**src/rtl/xtea_block_cipher_core_macros.svh**
```systemverilog
// Assertion macros shared by the XTEA core files.
// Needs nothing else; included by the modules that carry assertions.
`ifndef XTEA_BLOCK_CIPHER_CORE_MACROS_SVH
`define XTEA_BLOCK_CIPHER_CORE_MACROS_SVH

// Same-cycle implication under asynchronous active-low reset.
`define XTEA_ASSERT_IMP(lbl, c, r, a, b) \
	lbl: assert property (@(posedge c) disable iff (!r) (a) |-> (b)) \
		else $error("xtea assertion failed");

// Next-cycle implication.
`define XTEA_ASSERT_NEXT(lbl, c, r, a, b) \
	lbl: assert property (@(posedge c) disable iff (!r) (a) |=> (b)) \
		else $error("xtea assertion failed");

// Implication after a fixed number of cycles.
`define XTEA_ASSERT_DLY(lbl, c, r, a, n, b) \
	lbl: assert property (@(posedge c) disable iff (!r) (a) |-> ##(n) (b)) \
		else $error("xtea assertion failed");

`endif

```
**src/rtl/xtea_pkg.sv**
```systemverilog
// Types, constants and the round function of the XTEA core.
// Depends on nothing; imported by every module of the core.
package xtea_pkg;

	localparam int XTEA_MAX_ROUNDS = 64;
	localparam logic [31:0] XTEA_DELTA = 32'h9E3779B9;
	localparam logic [6:0] XTEA_RC_RESET = 7'd32;
	localparam logic [31:0] XTEA_SUM_RESET = 32'(64'(XTEA_DELTA) * 64'(XTEA_RC_RESET));
	localparam int XTEA_ADDR_W = 5;

	typedef enum logic [2:0] {
		REG_KEY0 = 3'd0,
		REG_KEY1 = 3'd1,
		REG_KEY2 = 3'd2,
		REG_KEY3 = 3'd3,
		REG_ROUNDS = 3'd4
	} xtea_reg_t;

	typedef struct packed {
		logic kind;
		logic [31:0] block_word_zero;
		logic [31:0] block_word_one;
	} xtea_in_t;

	typedef struct packed {
		logic [31:0] out_word_zero;
		logic [31:0] out_word_one;
	} xtea_out_t;

	typedef struct packed {
		logic valid;
		logic kind;
		logic [31:0] v0;
		logic [31:0] v1;
		logic [31:0] sum;
	} xtea_stage_t;

	function automatic logic [31:0] xtea_f(input logic [31:0] x, input logic [31:0] sum,
			input logic [31:0] k);
		logic [31:0] mix;
		mix = ((x << 4) ^ (x >> 5)) + x;
		return mix ^ (sum + k);
	endfunction

endpackage

```
**src/rtl/xtea_cfg.sv**
```systemverilog
// Configuration register bank of the XTEA core behind an APB-style port.
// Depends on xtea_pkg; supplies the key, the limited round count and the start sum.
module xtea_cfg import xtea_pkg::*; #(
	parameter int MAX_ROUNDS = XTEA_MAX_ROUNDS,
	localparam int NW = $clog2(MAX_ROUNDS + 1)
) (
	input logic clk,
	input logic arst_n,
	input logic psel,
	input logic penable,
	input logic pwrite,
	input logic [XTEA_ADDR_W-1:0] paddr,
	input logic [31:0] pwdata,
	output logic [31:0] prdata,
	output logic pready,
	output logic [3:0][31:0] key,
	output logic [NW-1:0] rounds,
	output logic [31:0] sum_init
);

	logic [3:0][31:0] key_q;
	logic [6:0] rc_q;
	logic [31:0] sum_init_q;
	logic [31+NW:0] prod;
	logic wr_en;
	xtea_reg_t idx;

	assign pready = 1'b1;
	assign wr_en = psel && penable && pwrite;
	assign idx = xtea_reg_t'(paddr[XTEA_ADDR_W-1:2]);

	always_ff @(posedge clk or negedge arst_n) begin
		if (!arst_n) begin
			key_q <= '0;
			rc_q <= XTEA_RC_RESET;
		end else if (wr_en) begin
			unique case (idx)
				REG_KEY0: key_q[0] <= pwdata;
				REG_KEY1: key_q[1] <= pwdata;
				REG_KEY2: key_q[2] <= pwdata;
				REG_KEY3: key_q[3] <= pwdata;
				REG_ROUNDS: rc_q <= pwdata[6:0];
				default: ;
			endcase
		end
	end

	always_comb begin
		if (rc_q == 7'd0) begin
			rounds = NW'(1);
		end else if (32'(rc_q) > 32'(MAX_ROUNDS)) begin
			rounds = NW'(MAX_ROUNDS);
		end else begin
			rounds = NW'(rc_q);
		end
	end

	assign prod = (32 + NW)'(XTEA_DELTA) * (32 + NW)'(rounds);

	always_ff @(posedge clk or negedge arst_n) begin
		if (!arst_n) begin
			sum_init_q <= XTEA_SUM_RESET;
		end else begin
			sum_init_q <= prod[31:0];
		end
	end

	always_comb begin
		unique case (idx)
			REG_KEY0: prdata = key_q[0];
			REG_KEY1: prdata = key_q[1];
			REG_KEY2: prdata = key_q[2];
			REG_KEY3: prdata = key_q[3];
			REG_ROUNDS: prdata = 32'(rc_q);
			default: prdata = '0;
		endcase
	end

	assign key = key_q;
	assign sum_init = sum_init_q;

endmodule

```
**config.mk**
```make
export PLATFORM = sky130hd
export DESIGN_NAME = xtea_cfg
export DESIGN_NICKNAME = d
export VERILOG_FILES = /design/src/rtl/xtea_block_cipher_core_macros.svh /design/src/rtl/xtea_pkg.sv /design/src/rtl/xtea_cfg.sv
export SDC_FILE = /design/constraint.sdc
export NUM_CORES = 1
export LEC_CHECK = 0
export BUFFER_PORTS_ARGS = -buffer_cell sky130_fd_sc_hd__buf_2
export CAP_MARGIN = 20
export CORE_MARGIN = 5
export CORE_UTILIZATION = 54
export DETAILED_ROUTE_END_ITERATION = 16
export PLACE_DENSITY = 0.8
export SETUP_SLACK_MARGIN = 0.2
export SLEW_MARGIN = 5
export SYNTH_ARGS = -nofsm -noshare
export SYNTH_HDL_FRONTEND = slang
export SYNTH_SLANG_ARGS = --single-unit
export TNS_END_PERCENT = 30
```
**constraint.sdc**
```tcl
create_clock -name clk -period 6 [get_ports clk]
set_input_delay 0 -clock clk [delete_from_list [all_inputs] [get_ports clk]]
set_output_delay 0 -clock clk [all_outputs]
set_load 0.03 [all_outputs]
```
==> results of run 1 <==
cell type report:
type | count | area, µm²
Clock buffer | 17 | 425
Inverter | 86 | 323
Fill cell | 1298 | 5810
Timing Repair Buffer | 277 | 1570
Sequential cell | 167 | 4200
Clock inverter | 15 | 183
Multi-Input combinational cell | 515 | 5160
Tap cell | 229 | 287
worst max-delay path, cell delays in order (launching register included):
cell and delay (ns):
dfrtp_1 0.55, nor2b_1 0.61, ha_1 0.42, inv_1 0.13
fa_1 0.49, inv_1 0.06, fa_1 0.55, inv_1 0.06
fa_1 0.50, inv_1 0.04, ha_1 0.37, nand2_1 0.10
nor2_1 0.05, a211oi_1 0.51, a31oi_4 0.20, a21oi_1 0.29
o21ai_1 0.12, xor2_1 0.15
power by group:
group	switching (mW)	leakage (nW)	internal, mW
registers	0.183	2.08	1.52
clock network	0.518	0.290	0.598
logic	3.04	3.91	1.82
total	3.74	6.28	3.94
sequential cells by signal, indices dropped and copies added, names as in the netlist:
register,flops
key,128
rc_q,7
sum_init,32
cell usage after synthesis, types with 2 or more instances:
cell type,n,area [µm²]
o22ai_1,7,43.8
o211ai_1,2,15.0
a21oi_1,27,135
nand3_1,11,55.1
a21o_1,8,60.1
nand2_1,22,82.6
nor2b_1,6,37.5
inv_1,86,323
ha_1,66,826
clkbuf_1,19,71.3
buf_2,13,65.1
a22o_1,24,210
o41ai_2,2,32.5
o21ai_0,8,40.0
a22oi_1,16,120
a211oi_1,2,15.0
dfstp_2,18,473
mux2_1,3,33.8
o21bai_1,3,22.5
dfrtp_1,149,3730
a221o_1,25,250
nor3_1,4,20.0
o21a_1,3,22.5
nor2_1,22,82.6
xor2_1,10,87.6
fa_1,42,841
buf_4,11,82.6
nand2b_1,3,18.8
a21o_2,2,17.5
conb_1,2,7.51
o21ai_1,2,10.0
a21oi_2,2,17.5
nand4_1,7,43.8
mux2_2,139,1570
xnor2_1,23,201
cells by family after synthesis:
logic type,share of synthesized area
DFF,0.426
AOI/OAI and AO/OA,0.114
muxes,0.162
buffers and inverters,0.0550
adders and majority gates,0.169
and+or+nand+nor,0.0436
xor gates and xnor gates,0.0293
other,0.000762
per-stage QoR:
step / hold slack [ns] / worst slack, ns / instance area, µm² / total power, mW / instances
floorplan: -0.296 / 1.01 / 9860 / 5.40 / 811
global placement: 0.112 / 0.898 / 11200 / 6.44 / 1241
detailed placement: 0.115 / 0.794 / 11200 / 6.52 / 1241
CTS: 0.222 / 0.714 / 12200 / 7.71 / 1306
global route: 0.258 / 0.369 / 12200 / 8.30 / 1306
finish: 0.165 / 0.639 / 12200 / 7.69 / 1306
per-layer routing:
metal,global-route usage,vias to the layer above,part of all wire
met2,0.417,295,0.49
met3,0.0645,58,0.067
li1,-,3368,-
met5,0,-,0
met1,0.315,3671,0.41
met4,0.0961,0,0.031
final timing paths:
kind	slack (ns)	depth (start not counted)	from	endpoint
max in group asynchronous	4.39	3	arst_n	key[124]
worst max-delay path	0.64	17	rc_q[6]	sum_init[28]
worst max register to register	0.64	17	rc_q[6]	sum_init[28]
worst min-delay path	0.17	2	arst_n	sum_init[20]
min in group clk	0.33	3	paddr[4]	key[4]
worst min register to register	0.51	1	key[44]	key[44]
==> results.cfg, run 1 <==
[logic_synthesis]
yosysSeqAreaShare = 0.426
synth_edf_count = 0
syn_area_um2 = 9850
synth-seq-cells = 167
async_flop_share = 1.00
syn_avg_cell_area_um2 = 12.2
synthDistinctLibCells = 56
yosys_warnings = 0
synth_cells = 810
synth_flop_cell = dfrtp_1

[final_layout]
layout_commonest_cell = buf_2
fin_util = 0.676
num-nets-final = 1214
area_growth_pct = 23.3
n_antenna_cell = 0
drive_gt1_frac = 0.422
layout_common_cells = 237 x buf_2, 149 x dfrtp_1, 139 x mux2_2, 86 x inv_1, 66 x ha_1

[route]
drt_iter0_drc = 406
drtPass1Iterations = 5
drtAntennaViolNets = 0
wl_per_cell_um = 20.2
wirelength_um = 26300
vias = 7392
drc_errors = 0
via_per_inst = 5.66

[sta]
max_slew.worst_pin.slew_ns = 1.13
fin_crit_ns = 5.36
fin_skew_ns = 0.0110
fin_crit_sh = 0.894
max_slew_margin = 0.246
final-hold-violation-count = 0
final_max_slew_viol_count = 0
setup_tns_ns = 0
fmax_mhz = 187
rsz0062_at_grt = no
setup_viol = 0

[placement]
dp_hpwl_um = 19200
place.gp.congestion = 0.939
portBuffers = 238

[critical_path]
critPathArrivalTime_ns = 5.67
startpoint_type = flop
endpoint_kind = flop
crit_type = flop to flop
worst_ep_required_time_ns = 6.31
worstPathMaxFanout = 14

[clock_tree]
cts_buffers = 17
clock_latency_ns = 0.43
cts_tree = yes
cts-root-buf = clkbuf_16
h-tree-depth = 4
clock_sinks = 167
path_clk_slew_ns = 0.07
postCtsResizedCells = 0
cts_hold_buffers = 33
post_cts_buffers = 0
clock_path_buffers = 2

[pwr]
p_leak_nw = 6.28
ir_drop_v = 0.000651
powerDensity_nw_per_um2 = 633

[floorplanning]
coreArea_um2 = 18000
die_area_um2 = 21100
start_util = 0.549
pin_count = 242
placement_rows = 49
die-height_um = 145
die_w_um = 145

[global_route]
grt_usage = 0.250
antenna_found_initial = 0
grt_pass1_wl_um = 42600
grt-ovfl-total = 0
grt_max_degree = 93
first_global_vias = 7731

[status]
status = finished clean

[job]
cap_violations = 0

[hold_path]
hold_class = input pin to async pin
Power figures use the tool's default switching activity.
==> run 2: changes to the inputs <==
--- a/config.mk
+++ b/config.mk
@@ -8,9 +8,9 @@
 export BUFFER_PORTS_ARGS = -buffer_cell sky130_fd_sc_hd__buf_2
 export CAP_MARGIN = 20
 export CORE_MARGIN = 5
-export CORE_UTILIZATION = 54
+export CORE_UTILIZATION = 40
 export DETAILED_ROUTE_END_ITERATION = 16
-export PLACE_DENSITY = 0.8
+export PLACE_DENSITY = 0.62
 export SETUP_SLACK_MARGIN = 0.2
 export SLEW_MARGIN = 5
 export SYNTH_ARGS = -nofsm -noshare
==> run 2 against run 1 <==
  * Register-to-register slack better by 0.08 ns
  * Clock skew up 0.0012 ns
  * Combinational power about the same
  * Total power up 0.90%
  * Fmax up 1.4%
  * Clock power up 4%
  * Via count down 1.7%
  * Critical path type unchanged
  * Critical endpoint is now sum_init[30]
  * Largest power group unchanged
==> results.cfg, run 2 (same netlist as run 1, synthesis figures left out) <==
[final_layout]
layout_commonest_cell = buf_2
fin_util = 0.509
area_growth_pct = 25.6
largest_reg_flops = 128
n_antenna_cell = 0
drive_gt1_frac = 0.425
layout_common_cells = 237 x buf_2, 149 x dfrtp_1, 139 x mux2_2, 86 x inv_1, 66 x ha_1
fillerInstances = 2147
num-nets-final = 1219

[global_route]
antenna_found_initial = 0
first_global_vias = 7366
grt_max_degree = 92
grt_pass1_wl_um = 43300
grt-ovfl-total = 0
grt_usage = 0.196

[critical_path]
worst_ep_required_time_ns = 6.35
r2r_slack_ns = 0.71
critPathArrivalTime_ns = 5.63
crit_type = flop to flop
startpoint_type = flop
reg2reg_to = sum_init[30]
rr_startpoint = rc_q[6]
ff2ff_path_depth = 18
endpoint_kind = flop
worstPathMaxFanout = 14

[route]
drt_iter0_drc = 414
drtAntennaViolNets = 0
vias = 7267
wl_per_cell_um = 19.5
drc_errors = 0
drtPass1Iterations = 4
wirelength_um = 27400
via_per_inst = 5.17

[sta]
rsz0062_at_grt = no
max_slew.worst_pin.slew_ns = 0.997
max_slew_margin = 0.335
setup_viol = 0
fin_skew_ns = 0.0123
final_max_slew_viol_count = 0
final-hold-violation-count = 0
fin_crit_sh = 0.881
fin_crit_ns = 5.29
fmax_mhz = 189
setup_tns_ns = 0

[clock_tree]
clock_latency_ns = 0.43
cts_buffers = 17
cts_tree = yes
cts-root-buf = clkbuf_16
post_cts_buffers = 0
clock_sinks = 167
clock_path_buffers = 2
path_clk_slew_ns = 0.08
h-tree-depth = 4

[floorplanning]
coreArea_um2 = 24300
die-height_um = 167
placement_rows = 57
die_area_um2 = 27900
start_util = 0.405
pin_count = 242
die_w_um = 167

[placement]
place.gp.congestion = 0.920
portBuffers = 238
dp_hpwl_um = 20400

[hold_path]
hold_class = input pin to async pin

[pwr]
p_leak_nw = 6.33
ir_drop_v = 0.000438
powerDensity_nw_per_um2 = 627

[status]
status = finished clean

[job]
cap_violations = 0
[run 2: worst max-delay path: stages (launching register included)]
cell,delay [ns]
dfrtp_1,0.61
nand2b_1,0.27
inv_1,0.21
ha_1,0.42
inv_1,0.08
fa_1,0.54
inv_1,0.06
fa_1,0.52
inv_1,0.05
fa_1,0.50
inv_1,0.04
ha_1,0.36
nand2_1,0.09
nor2_1,0.05
a211oi_1,0.55
a31oi_4,0.22
a21oi_2,0.30
o41ai_2,0.13
xnor2_1,0.20
[run 2: what timing repair did]
item	in CTS	in global routing
hold buffers	33	0
endpoints found under the hold margin	207	0
gates resized for setup	0	0
[run 2: worst max-delay path by stage]
| stage | start | endpoint | slack [ns] | depth (start not counted) |
|---|---|---|---|---|
| after floorplan | rc_q[6] | sum_init[28] | 1.01 | 16 |
| after global placement | rc_q[6] | sum_init[28] | 0.81 | 18 |
| after detailed placement | rc_q[6] | sum_init[30] | 0.81 | 18 |
| after CTS | rc_q[6] | sum_init[30] | 0.75 | 18 |
| after global routing | rc_q[6] | sum_init[30] | 0.42 | 18 |
| final | rc_q[6] | sum_init[30] | 0.71 | 18 |
[run 2: cell type report]
cell class | count | area (µm²) | area share
tap | 324 | 405 | 0.0328
inverter | 86 | 323 | 0.0261
timing repair buffer | 282 | 1650 | 0.133
multi-input combinational | 515 | 5160 | 0.417
sequential | 167 | 4200 | 0.339
clock buffer | 17 | 425 | 0.0344
clock inverter | 15 | 213 | 0.0172
[run 2: per-layer routing]
layer / track usage / share of wire / up-vias / routed length, µm
li1: - / - / 3393 / -
met5: 0 / 0 / - / 0
met3: 0.0538 / 0.070 / 36 / 1910
met2: 0.318 / 0.47 / 262 / 12800
met4: 0.0644 / 0.025 / 0 / 676
met1: 0.255 / 0.44 / 3576 / 12000
[run 2: power by group]
group | total [mW] | switching (mW) | internal (mW)
logic | 4.89 | 3.07 | 1.82
clock network | 1.17 | 0.583 | 0.584
registers | 1.70 | 0.178 | 1.52
total | 7.76 | 3.83 | 3.93
[run 2: metrics by stage]
step	worst slack [ns]	cell area, µm²	hold WS, ns	std cells	power, mW
after floorplan	1.01	9860	-0.296	811	5.40
after global placement	0.810	11300	0.132	1338	6.54
after detailed placement	0.814	11400	0.138	1339	6.57
after CTS	0.745	12300	0.198	1404	7.82
after global routing	0.417	12400	0.220	1406	8.42
final	0.715	12400	0.208	1406	7.76
==> run 3: changes to the inputs <==
--- a/config.mk
+++ b/config.mk
@@ -7,7 +7,6 @@
 export LEC_CHECK = 0
 export BUFFER_PORTS_ARGS = -buffer_cell sky130_fd_sc_hd__buf_2
 export CAP_MARGIN = 20
-export CORE_MARGIN = 5
 export CORE_UTILIZATION = 40
 export DETAILED_ROUTE_END_ITERATION = 16
 export PLACE_DENSITY = 0.62
==> run 3 against run 2 <==
  * Clock power fell by 6%
  * Sequential share of layout area rose by 0.093 points
  * Combinational power fell by 0.8%
  * Clock skew rose by 0.0010 ns
  * Hold slack got worse by 0.026 ns
  * Global-route usage rose by 1.4 points
  * Count of clock-buffer cells in the layout did not move
  * First-iteration DRC count rose by 33%
  * Via count barely moved
==> results.cfg, run 3 (same netlist as run 1, synthesis figures left out) <==
[hold_path]
hold_class = input pin to async pin

[route]
wirelength_um = 26000
wl_per_cell_um = 18.5
met2_length_um = 12300
drc_errors = 0
top_layer_used = met4
vias = 7272
drtAntennaViolNets = 0
drt_iter0_drc = 549
drtPass1Iterations = 5
wl_met1_um = 11800
via_per_inst = 5.17
wl_met3_um = 1340

[sta]
max_slew_margin = 0.452
final_max_slew_viol_count = 0
rsz0062_at_grt = no
max_slew.worst_pin.slew_ns = 0.822
setup_tns_ns = 0
setup_viol = 0
final-hold-violation-count = 0
fmax_mhz = 190
fin_crit_sh = 0.878
fin_skew_ns = 0.0133
fin_crit_ns = 5.27

[floorplanning]
die_area_um2 = 25300
placement_rows = 57
start_util = 0.406
coreArea_um2 = 24200
die-height_um = 159
die_w_um = 159
pin_count = 242

[pwr]
ir_drop_v = 0.000530
p_switching_mw = 3.74
internal-power_mw = 3.90
power_mw = 7.64
powerDensity_nw_per_um2 = 619
p_leak_nw = 6.31
comb_power_share = 0.634
p_seq_frac = 0.222
switching_share = 0.490
pwr-share-clk = 0.144

[global_route]
grt_usage = 0.210
antenna_found_initial = 0
grt-ovfl-total = 0
grt_max_degree = 89
first_global_vias = 7265
grt_pass1_wl_um = 41500

[critical_path]
crit_type = flop to flop
worstPathMaxFanout = 14
cp_common_cell = inv_1
crit_slowest_cell = dfrtp_1
critPathArrivalTime_ns = 5.57
worst_ep_required_time_ns = 6.30
cp_top_family = adder cells
crit_chain = nand2b_1 -> inv_1 -> ha_1 -> inv_1 -> fa_1 -> inv_1 -> fa_1 -> inv_1 -> fa_1 -> inv_1 -> ha_1 -> nand2_1 -> nor2_1 -> a211oi_1 -> a31oi_4 -> a21oi_1 -> o21ai_1 -> xor2_1
crit_buf_inv = 5
critPathMaxStageDelay_ns = 0.63
startpoint_type = flop
endpoint_kind = flop

[final_layout]
drive_gt1_frac = 0.425
layout_commonest_cell = buf_2
stdcell_area_um2 = 12300
area_growth_pct = 25.3
n_antenna_cell = 0
largest_reg_flops = 128
layout_common_cells = 237 x buf_2, 149 x dfrtp_1, 139 x mux2_2, 86 x inv_1, 66 x ha_1
num-nets-final = 1219

[placement]
portBuffers = 238
dpl_cell_area_um2 = 11400
dp_hpwl_um = 19000
place.gp.congestion = 0.883

[clock_tree]
clock_latency_ns = 0.43
post_cts_buffers = 0
clock_sinks = 167
path_clk_slew_ns = 0.08
cts_buffers = 17
clock_path_buffers = 2
cts_tree = yes
h-tree-depth = 4
postCtsResizedCells = 0
cts-root-buf = clkbuf_16

[job]
cap_violations = 0

[status]
status = finished clean
## run 3: repair_timing
action / in CTS / in global routing
hold endpoints to repair: 207 / 0
hold buffers: 33 / 0
endpoints found under the setup margin: 0 / 0
## run 3: cell type report
type | count | area (µm²)
clock inverter | 15 | 174
tap | 324 | 405
clock buffer | 17 | 425
timing repair buffer | 282 | 1660
multi-input combinational | 515 | 5160
sequential | 167 | 4200
inverter | 86 | 323
fill | 2209 | 11900
## run 3: through the flow
stage / setup WS (ns) / hold WS [ns] / cells / util
finish: 0.732 / 0.182 / 1406 / 0.509
global route: 0.414 / 0.250 / 1406 / 0.509
CTS: 0.778 / 0.225 / 1404 / 0.507
detailed placement: 0.826 / 0.133 / 1339 / 0.469
global placement: 0.814 / 0.139 / 1338 / 0.468
floorplan: 1.01 / -0.296 / 811 / -
## run 3: power groups by stage
stage | Combinational, mW | Clock (mW) | Sequential (mW)
after global routing | 5.37 | 1.18 | 1.74
after CTS | 4.87 | 1.13 | 1.70
final | 4.85 | 1.10 | 1.70
after global placement | 4.79 | 0 | 1.71
after detailed placement | 4.80 | 0 | 1.72
after floorplan | 3.14 | 0 | 2.26
## run 3: worst paths after layout
path | from | endpoint | slack [ns] | cells past startpoint
worst min-delay path | arst_n | key[44] | 0.18 | 2
worst max-delay path | rc_q[6] | sum_init[28] | 0.73 | 18
max in group asynchronous | arst_n | key[96] | 4.58 | 3
min in group clk | paddr[4] | key[6] | 0.24 | 3
worst min register to register | key[45] | key[45] | 0.52 | 1
worst max register to register | rc_q[6] | sum_init[28] | 0.73 | 18
## run 3: worst reg2reg max path, delay by kind of cell (launching register included)
| family | cells | cell delay (ns) |
|---|---|---|
| adders and majority gates | 5 | 2.34 |
| AOI/OAI and AO/OA | 4 | 1.14 |
| DFF | 1 | 0.63 |
| buffers and inverters | 5 | 0.45 |
| and+or+nand+nor | 3 | 0.43 |
| xor gates and xnor gates | 1 | 0.15 |
## run 3: metal layers
layer,vias to the layer above,GRT usage
li1,3379,-
met1,3597,0.288
met2,266,0.341
met3,30,0.0341
met4,0,0.0695
met5,-,0
